--- config.mk ---
export PLATFORM = sky130hd
export DESIGN_NAME = indexed_list_store_unit_flat
export DESIGN_NICKNAME = d
export VERILOG_FILES = /design/src/hdl/ils_pkg.sv /design/src/hdl/ils_if.sv /design/src/hdl/indexed_list_store_unit.sv /design/src/flat_wrapper.sv
export SDC_FILE = /design/constraint.sdc
export NUM_CORES = 2
export LEC_CHECK = 0
export BUFFER_PORTS_ARGS = -buffer_cell sky130_fd_sc_hd__buf_4
export CAP_MARGIN = 20
export CORE_MARGIN = 5
export CORE_UTILIZATION = 45
export DETAILED_ROUTE_END_ITERATION = 8
export PLACE_DENSITY_LB_ADDON = 0.05
export SLEW_MARGIN = 5
export SYNTH_ARGS = -nofsm -noshare
export SYNTH_HDL_FRONTEND = slang
export SYNTH_SLANG_ARGS = --single-unit
--- constraint.sdc ---
create_clock -name clk -period 16.76 [get_ports clk]
set_clock_uncertainty 0.2 [all_clocks]
set_input_delay 2.514 -clock clk [delete_from_list [all_inputs] [get_ports clk]]
set_output_delay 2.514 -clock clk [all_outputs]
set_load 0.01 [all_outputs]
--- src/hdl/ils_pkg.sv ---
// shared types and constants of the indexed list store
package ils_pkg;

  localparam int unsigned DATA_W  = 32;
  localparam int unsigned INDEX_W = 7;
  localparam int unsigned COUNT_W = 7;

  typedef enum logic [1:0] {
    OP_APPEND = 2'd0,
    OP_READ   = 2'd1,
    OP_MODIFY = 2'd2,
    OP_REMOVE = 2'd3
  } op_t;

  typedef enum logic [1:0] {
    ST_OK    = 2'd0,
    ST_RANGE = 2'd1,
    ST_EMPTY = 2'd2,
    ST_FULL  = 2'd3
  } status_t;

  typedef enum logic [1:0] {
    S_IDLE,
    S_READ,
    S_SHIFT
  } state_t;

endpackage

--- src/hdl/ils_if.sv ---
// valid/ready channel interfaces for list operations and their results
interface ils_req_if;
  logic                                 valid;
  logic                                 ready;
  logic [1:0]                           func;
  logic [ils_pkg::INDEX_W-1:0]          index;
  logic signed [ils_pkg::DATA_W-1:0]    item_value;

  modport source (output valid, output func, output index, output item_value, input ready);
  modport sink   (input valid, input func, input index, input item_value, output ready);
endinterface

interface ils_rsp_if;
  logic                                 valid;
  logic                                 ready;
  logic signed [ils_pkg::DATA_W-1:0]    read_value;
  logic [1:0]                           status;
  logic [ils_pkg::COUNT_W-1:0]          element_count;
  logic                                 is_empty;

  modport source (output valid, output read_value, output status, output element_count,
                  output is_empty, input ready);
  modport sink   (input valid, input read_value, input status, input element_count,
                  input is_empty, output ready);
endinterface

--- src/hdl/indexed_list_store_unit.sv ---
// indexed list store: ordered list of signed values in one synchronous memory
//
// Usage: operations arrive on req (func, index, item_value); each transaction
// yields exactly one transaction on rsp (read_value, status, element_count,
// is_empty). func selects append at the tail, read, modify or remove at an
// index. A remove closes the gap by copying every later entry down by one.
// How each operation reaches the registered result:
//   append, modify and any rejected operation: registered on acceptance
//   read in range: one memory read, then the result is registered
//   remove in range: the copy loop moves one entry per cycle over the
//   memory's read and write ports, overlapping the read of the next entry
//   with the write of the previous one, then the result is registered.
// One operation is in flight at a time; the next request is taken as soon as
// the current one has finished and the result register is free or draining.
// A stalled rsp holds its result and blocks req until it is taken.
// Reset (rst, synchronous) empties the list; memory contents are left as they
// are and never read before being written.
module indexed_list_store_unit #(
  parameter int unsigned DEPTH = 64
) (
  input  logic      clk,
  input  logic      rst,
  ils_req_if.sink   req,
  ils_rsp_if.source rsp
);

  localparam int unsigned AW   = (DEPTH > 1) ? $clog2(DEPTH) : 1;
  localparam int unsigned CW   = $clog2(DEPTH + 1);
  localparam int unsigned CMPW = (CW > ils_pkg::INDEX_W) ? CW : ils_pkg::INDEX_W;

  logic [ils_pkg::DATA_W-1:0] mem [DEPTH];
  logic [ils_pkg::DATA_W-1:0] mem_q;

  ils_pkg::state_t state, state_next;
  logic [CW-1:0]   count, count_next;
  logic [CW-1:0]   sh_rd;
  logic [AW-1:0]   pend_wr;
  logic            pend;

  logic                             out_valid;
  logic signed [ils_pkg::DATA_W-1:0] out_value;
  ils_pkg::status_t                 out_status;
  logic [ils_pkg::COUNT_W-1:0]      out_count;
  logic                             out_empty;

  logic                        acc;
  ils_pkg::op_t                op;
  logic                        in_range;
  logic                        is_full;
  logic                        issue;
  logic                        mem_we, mem_re;
  logic [AW-1:0]               mem_waddr, mem_raddr;
  logic [ils_pkg::DATA_W-1:0]  mem_wdata;
  logic                        rsp_load;
  logic [ils_pkg::DATA_W-1:0]  rsp_value;
  ils_pkg::status_t            rsp_status;
  logic                        start_shift;

  assign req.ready = (state == ils_pkg::S_IDLE) && (!out_valid || rsp.ready);
  assign acc       = req.valid && req.ready;
  assign op        = ils_pkg::op_t'(req.func);
  assign in_range  = CMPW'(req.index) < CMPW'(count);
  assign is_full   = count == CW'(DEPTH);
  assign issue     = sh_rd < count;

  // next state
  always_comb begin
    state_next = state;
    unique case (state)
      ils_pkg::S_IDLE: begin
        if (acc && op == ils_pkg::OP_READ && in_range) begin
          state_next = ils_pkg::S_READ;
        end else if (acc && op == ils_pkg::OP_REMOVE && count != '0 && in_range) begin
          state_next = ils_pkg::S_SHIFT;
        end
      end
      ils_pkg::S_READ: begin
        state_next = ils_pkg::S_IDLE;
      end
      ils_pkg::S_SHIFT: begin
        if (!issue && !pend) begin
          state_next = ils_pkg::S_IDLE;
        end
      end
      default: state_next = ils_pkg::S_IDLE;
    endcase
  end

  // memory control, count update and result load
  always_comb begin
    mem_we      = 1'b0;
    mem_re      = 1'b0;
    mem_waddr   = '0;
    mem_raddr   = '0;
    mem_wdata   = req.item_value;
    rsp_load    = 1'b0;
    rsp_value   = '0;
    rsp_status  = ils_pkg::ST_OK;
    count_next  = count;
    start_shift = 1'b0;
    unique case (state)
      ils_pkg::S_IDLE: begin
        if (acc) begin
          unique case (op)
            ils_pkg::OP_APPEND: begin
              rsp_load = 1'b1;
              if (is_full) begin
                rsp_status = ils_pkg::ST_FULL;
              end else begin
                mem_we     = 1'b1;
                mem_waddr  = AW'(count);
                count_next = count + CW'(1);
              end
            end
            ils_pkg::OP_READ: begin
              if (in_range) begin
                mem_re    = 1'b1;
                mem_raddr = AW'(req.index);
              end else begin
                rsp_load   = 1'b1;
                rsp_status = ils_pkg::ST_RANGE;
              end
            end
            ils_pkg::OP_MODIFY: begin
              rsp_load = 1'b1;
              if (in_range) begin
                mem_we    = 1'b1;
                mem_waddr = AW'(req.index);
              end else begin
                rsp_status = ils_pkg::ST_RANGE;
              end
            end
            ils_pkg::OP_REMOVE: begin
              if (count == '0) begin
                rsp_load   = 1'b1;
                rsp_status = ils_pkg::ST_EMPTY;
              end else if (!in_range) begin
                rsp_load   = 1'b1;
                rsp_status = ils_pkg::ST_RANGE;
              end else begin
                start_shift = 1'b1;
              end
            end
            default: ;
          endcase
        end
      end
      ils_pkg::S_READ: begin
        rsp_load  = 1'b1;
        rsp_value = mem_q;
      end
      ils_pkg::S_SHIFT: begin
        // read entry k+1 while the entry read last cycle (k) lands at k-1
        mem_re    = issue;
        mem_raddr = AW'(sh_rd);
        mem_we    = pend;
        mem_waddr = pend_wr;
        mem_wdata = mem_q;
        if (!issue && !pend) begin
          count_next = count - CW'(1);
          rsp_load   = 1'b1;
        end
      end
      default: ;
    endcase
  end

  always_ff @(posedge clk) begin
    if (mem_we) begin
      mem[mem_waddr] <= mem_wdata;
    end
    if (mem_re) begin
      mem_q <= mem[mem_raddr];
    end
  end

  always_ff @(posedge clk) begin
    if (rst) begin
      state     <= ils_pkg::S_IDLE;
      count     <= '0;
      pend      <= 1'b0;
      out_valid <= 1'b0;
    end else begin
      state <= state_next;
      count <= count_next;
      if (start_shift) begin
        pend <= 1'b0;
      end else if (state == ils_pkg::S_SHIFT) begin
        pend <= issue;
      end
      if (rsp_load) begin
        out_valid <= 1'b1;
      end else if (rsp.ready) begin
        out_valid <= 1'b0;
      end
    end
  end

  always_ff @(posedge clk) begin
    if (start_shift) begin
      sh_rd <= CW'(req.index) + CW'(1);
    end else if (state == ils_pkg::S_SHIFT && issue) begin
      sh_rd   <= sh_rd + CW'(1);
      pend_wr <= AW'(sh_rd - CW'(1));
    end
    if (rsp_load) begin
      out_value  <= rsp_value;
      out_status <= rsp_status;
      out_count  <= ils_pkg::COUNT_W'(count_next);
      out_empty  <= count_next == '0;
    end
  end

  assign rsp.valid         = out_valid;
  assign rsp.read_value    = out_value;
  assign rsp.status        = out_status;
  assign rsp.element_count = out_count;
  assign rsp.is_empty      = out_empty;

  a_count_bound: assert property (@(posedge clk) disable iff (rst)
    count <= CW'(DEPTH))
    else $error("element count beyond depth");

  a_shift_no_collide: assert property (@(posedge clk) disable iff (rst)
    (mem_we && mem_re) |-> (mem_waddr != mem_raddr))
    else $error("read and write of the same entry in one cycle");

  a_no_result_overwrite: assert property (@(posedge clk) disable iff (rst)
    !(rsp_load && out_valid && !rsp.ready))
    else $error("result overwritten while stalled");

  a_count_step: assert property (@(posedge clk) disable iff (rst)
    (count != $past(count)) |->
      (count == $past(count) + CW'(1) || count == $past(count) - CW'(1)))
    else $error("element count moved by more than one");

  a_pend_in_shift: assert property (@(posedge clk) disable iff (rst)
    pend |-> (state == ils_pkg::S_SHIFT))
    else $error("pending copy outside of a remove");

endmodule

--- src/flat_wrapper.sv ---
// flat-port wrapper written by rule: the top's interface ports become plain ports
module indexed_list_store_unit_flat 
#(
  parameter int unsigned DEPTH = 64
)
  (clk, rst, req_valid, req_func, req_index, req_item_value, req_ready, rsp_valid, rsp_read_value, rsp_status, rsp_element_count, rsp_is_empty, rsp_ready);
  ils_req_if req_i ();
  ils_rsp_if rsp_i ();
  input  logic clk;
  input  logic rst;
  input wire logic [$bits(req_i.valid)-1:0] req_valid;
  input wire logic [$bits(req_i.func)-1:0] req_func;
  input wire logic [$bits(req_i.index)-1:0] req_index;
  input wire logic [$bits(req_i.item_value)-1:0] req_item_value;
  output wire logic [$bits(req_i.ready)-1:0] req_ready;
  output wire logic [$bits(rsp_i.valid)-1:0] rsp_valid;
  output wire logic [$bits(rsp_i.read_value)-1:0] rsp_read_value;
  output wire logic [$bits(rsp_i.status)-1:0] rsp_status;
  output wire logic [$bits(rsp_i.element_count)-1:0] rsp_element_count;
  output wire logic [$bits(rsp_i.is_empty)-1:0] rsp_is_empty;
  input wire logic [$bits(rsp_i.ready)-1:0] rsp_ready;
  assign req_i.valid = req_valid;
  assign req_i.func = req_func;
  assign req_i.index = req_index;
  assign req_i.item_value = req_item_value;
  assign req_ready = req_i.ready;
  assign rsp_valid = rsp_i.valid;
  assign rsp_read_value = rsp_i.read_value;
  assign rsp_status = rsp_i.status;
  assign rsp_element_count = rsp_i.element_count;
  assign rsp_is_empty = rsp_i.is_empty;
  assign rsp_i.ready = rsp_ready;
  indexed_list_store_unit #(.DEPTH(DEPTH)) u_core (.clk(clk), .rst(rst), .req(req_i), .rsp(rsp_i));
endmodule
==> results by group <==
Outcome
  – Status: complete, no violations

Global routing
  – First-pass GRT wire length: roughly 390 mm
  – Gr ovfl total: 0
  – Vias in the first global route: 50707
  – Initial antenna violation count: 11
  – Largest net degree at the start of global routing: 158
  – All-Layer GR Usage: 0.275

Drt
  – TritonRoute pass-1 iters: 6
  – Routed wire length per instance: 31.2 um
  – DRC errors left: 0
  – Top Metal Used: met5
  – Detailed Route WL: around 280 mm
  – DR WL met3: 20.4 mm
  – Avg Vias per Cell: roughly 6
  – Via Count: approximately 53000
  – Antenna-violating nets left: 0
  – Met2 wire len: about 130 mm
  – WL met1: about 120 mm
  – DRC marker count from the first detailed-route iteration: 6440

Power and ir drop
  – LEAKAGE: roughly 33 nW
  – Max VDD drop: 0.101 mV
  – Power Density: 114 nW/um^2

Logic synthesis
  – Distinct cells, synth: 68
  – Flops & latches, synth: approximately 2100
  – Async SR Flop Fraction: 0
  – Mean Syn Cell Area: about 14 um^2
  – Post-Synth Adder-Cell Area: 0.00321
  – Post-synth EDFFs: between 2000 and 2500
  – Ys flop type: edfxtp_1
  – Largest family of logic cells by synthesized area: simple AND/OR/NAND/NOR gates
  – Post-synthesis cell area: ~86000 um^2
  – Synth top area share: 0.749
  – Multiplexer share of the synthesized area: 0.0430
  – Post-synthesis xor/xnor area fraction: 0.00102
  – Syn Inst Count: 6034
  – Syn_nets: 6101
  – Count leader, synth: edfxtp_1
  – Synth area leader: edfxtp_1
  – Synth Area in Compound Gates: 0.0455
  – Yosys warns: 0
  – Top post-synthesis cells by count: edfxtp_1, nand2_1, nand3_1
  – Post-Synth Simple-Gate Area: 0.134
  – Fraction of the yosys area taken by sequential cells: 0.751
  – Top post-synthesis cells by area: edfxtp_1, nand2_1, nand3_1, mux4_2, and3_1

Die
  – Initial Utilization: 0.451
  – Core region area: 190000 um^2
  – # IOs: between 80 and 90
  – Full die area: ~200000 um^2
  – Die Ht: about 450 um
  – Die width: 446 um
  – FP Rows: between 150 and 200

Clocking
  – Post-CTS sizing: 0
  – Setup bufs post-CTS: 0
  – H-tree depth: 4
  – CTS Hold Bufs: 0
  – Total clock sinks: ~2100
  – Root Driver: clkbuf_16
  – Clk slew on worst S/H paths: 0.07 ns
  – CTS tree: built
  – CTS buffer count: approximately 220
  – Clk_lat worst skew: roughly 0.86 ns
  – Bufs on Longest Clock Path: 3

Setup path
  – Worst EP arrival: ~8.2 ns
  – R2r startpoint: u_core.count[4]$_SDFF_PP0_
  – Worst r2r path cells: 15
  – Worst Setup EP: u_core.mem_q[29]$_DFFE_PP_
  – Most Frequent Cell on Critical Path: buf_4
  – Setup crit start: req_index[4]
  – Crit Path Max Fanout: 50
  – Crit path cell chain: buf_4 -> ha_1 -> nand4_1 -> nor2_1 -> a211oi_4 -> buf_4 -> a31oi_4 -> buf_4 -> buf_4 -> buf_4 -> mux4_2 -> a32oi_1 -> nor2_1 -> a31oi_1 -> nand4_1
  – Startpoint Class: input pin
  – Crit path kind: input pin to flop
  – Critical Path RT: about 17 ns
  – Worst reg2reg endpoint: u_core.mem_q[29]$_DFFE_PP_
  – Worst reg2reg setup slack: between 9 and 10 ns
  – Crit path capture type: flop
  – Crit path largest cell delay: roughly 0.78 ns
  – Critical path's slowest cell: a31oi_1

Placed design
  – Post-DP HPWL: around 150 mm
  – PortBufs: between 80 and 90
  – Placed Area: 90000 um^2
  – GPL Wtd Cong: 0.817

Cells and area
  – # fillers: roughly 16000
  – Final instance area: just under 100000 um^2
  – Layout cells sized above 1: 0.130
  – Area growth syn-to-layout: 13.2%
  – Nets: approximately 6200
  – Final design utilization: 0.511

Timing
  – Final Cycle Share: 0.469
  – F_max: around 130 MHz
  – Max transition margin: 0.111
  – Fin. Hold Viols: 0
  – Final setup viols: 0
  – Final Slew Violations: 0
  – Tmin final: between 7 and 8 ns
  – RSZ-0062 raised after global routing: false
  – Slew @ Worst Pin: 1.32 ns
  – Sum Neg Setup Slack: 0 ns

Run
  – # Max-Cap Violations: 0

Worst hold path
  – Worst min-delay path category: flop to flop
[how the worst min path moves through the flow]
stage,depth (start not counted),start,endpoint
floorplan,2,u_core.pend$_SDFFE_PP0P_,u_core.pend$_SDFFE_PP0P_
global placement,2,u_core.pend$_SDFFE_PP0P_,u_core.pend$_SDFFE_PP0P_
detailed placement,2,u_core.pend$_SDFFE_PP0P_,u_core.pend$_SDFFE_PP0P_
CTS,2,u_core.pend$_SDFFE_PP0P_,u_core.pend$_SDFFE_PP0P_
global route,2,u_core.pend$_SDFFE_PP0P_,u_core.pend$_SDFFE_PP0P_
finish,2,u_core.pend$_SDFFE_PP0P_,u_core.pend$_SDFFE_PP0P_
[logic make-up (layout without fill, tap and decap cells)]
logic type | Yosys count | in the layout
other | 0 | 6
AO/OA/AOI/OAI | 570 | 570
buffers and inverters | 404 | 711
multiplexers | 214 | 214
XOR/XNOR | 10 | 10
flip-flops | 2146 | 2146
adder cells (fa/ha/maj) | 22 | 22
AND/OR/NAND/NOR | 2668 | 2668
[registers in the layout, summed over array words and instances (netlist names)]
register,flops
u_core.rsp.read_value,32
u_core.mem,2048
u_core.mem_q,32
u_core.rsp.valid,1
u_core.rsp.element_count,7
u_core.pend_wr,6
u_core.sh_rd,7
u_core.rsp.is_empty,1
u_core.count,7
u_core.state,2
u_core.rsp.status,2
u_core.pend,1
[area by class of cell]
| cell class | count | area (um^2) | area share |
|---|---|---|---|
| sequential | 2146 | 64300 | 0.664 |
| multi-input combinational | 3484 | 20200 | 0.208 |
| clock buffer | 261 | 5790 | 0.0597 |
| tap | 2511 | 3140 | 0.0324 |
| timing repair buffer | 271 | 2200 | 0.0228 |
| clock inverter | 146 | 1080 | 0.0112 |
| inverter | 33 | 124 | 0.00128 |
| antenna | 6 | 15.0 | 0.000155 |
[worst max-delay path, delay by kind of cell]
| kind | cells | cell delay (ns) |
|---|---|---|
| and+or+nand+nor | 4 | 0.56 |
| muxes | 1 | 0.60 |
| adders and majority gates | 1 | 0.31 |
| AOI/OAI and AO/OA | 4 | 1.71 |
| buffers and inverters | 5 | 2.28 |
[power by group]
| part | switching (mW) | internal, mW | leakage, nW |
|---|---|---|---|
| Sequential | 0.00714 | 5.93 | 19.3 |
| Combinational | 0.263 | 0.0838 | 10.6 |
| Clock | 2.08 | 2.65 | 3.37 |
[layout by cell type, fill, tap and decap left out, types with 9 or more instances in the layout]
cell type and instances:
nand2_2 33, a311oi_1 19, o22ai_1 16, mux4_2 123, ha_1 22, a22oi_1 32
inv_1 33, a41oi_1 11, bufinv_16 13, a211oi_1 11, buf_4 254, a21o_1 10
mux2i_1 87, a31oi_1 76, buf_12 14, edfxtp_1 2135, clkbuf_1 35, clkinv_2 41
nand3_1 617, nand2_1 1612, a221oi_1 22, a21boi_0 9, clkbuf_16 226, nor2_1 56
a32oi_1 70, dfxtp_1 10, o21ai_0 155, and3_1 172, nand4_1 59, a21oi_1 60
clkinv_1 75, nor3_1 16, nor2_4 63
[routing by layer]
metal	up-vias	GRT usage
met3	364	0.0385
met4	4	0.0679
li1	22913	-
met2	2288	0.433
met1	27803	0.408
met5	-	0
[through the flow]
step / power, mW / setup WS (ns) / hold slack (ns) / cells
after floorplan: 6.22 / 8.36 / 0.304 / 6034
after global placement: 6.38 / 8.10 / 0.335 / 8437
after detailed placement: 6.39 / 8.08 / 0.341 / 8442
after CTS: 11.1 / 8.99 / 0.350 / 8849
after global routing: 11.3 / 8.67 / 0.369 / 8854
final: 11.0 / 8.90 / 0.353 / 8858
Power figures use the tool's default switching activity.
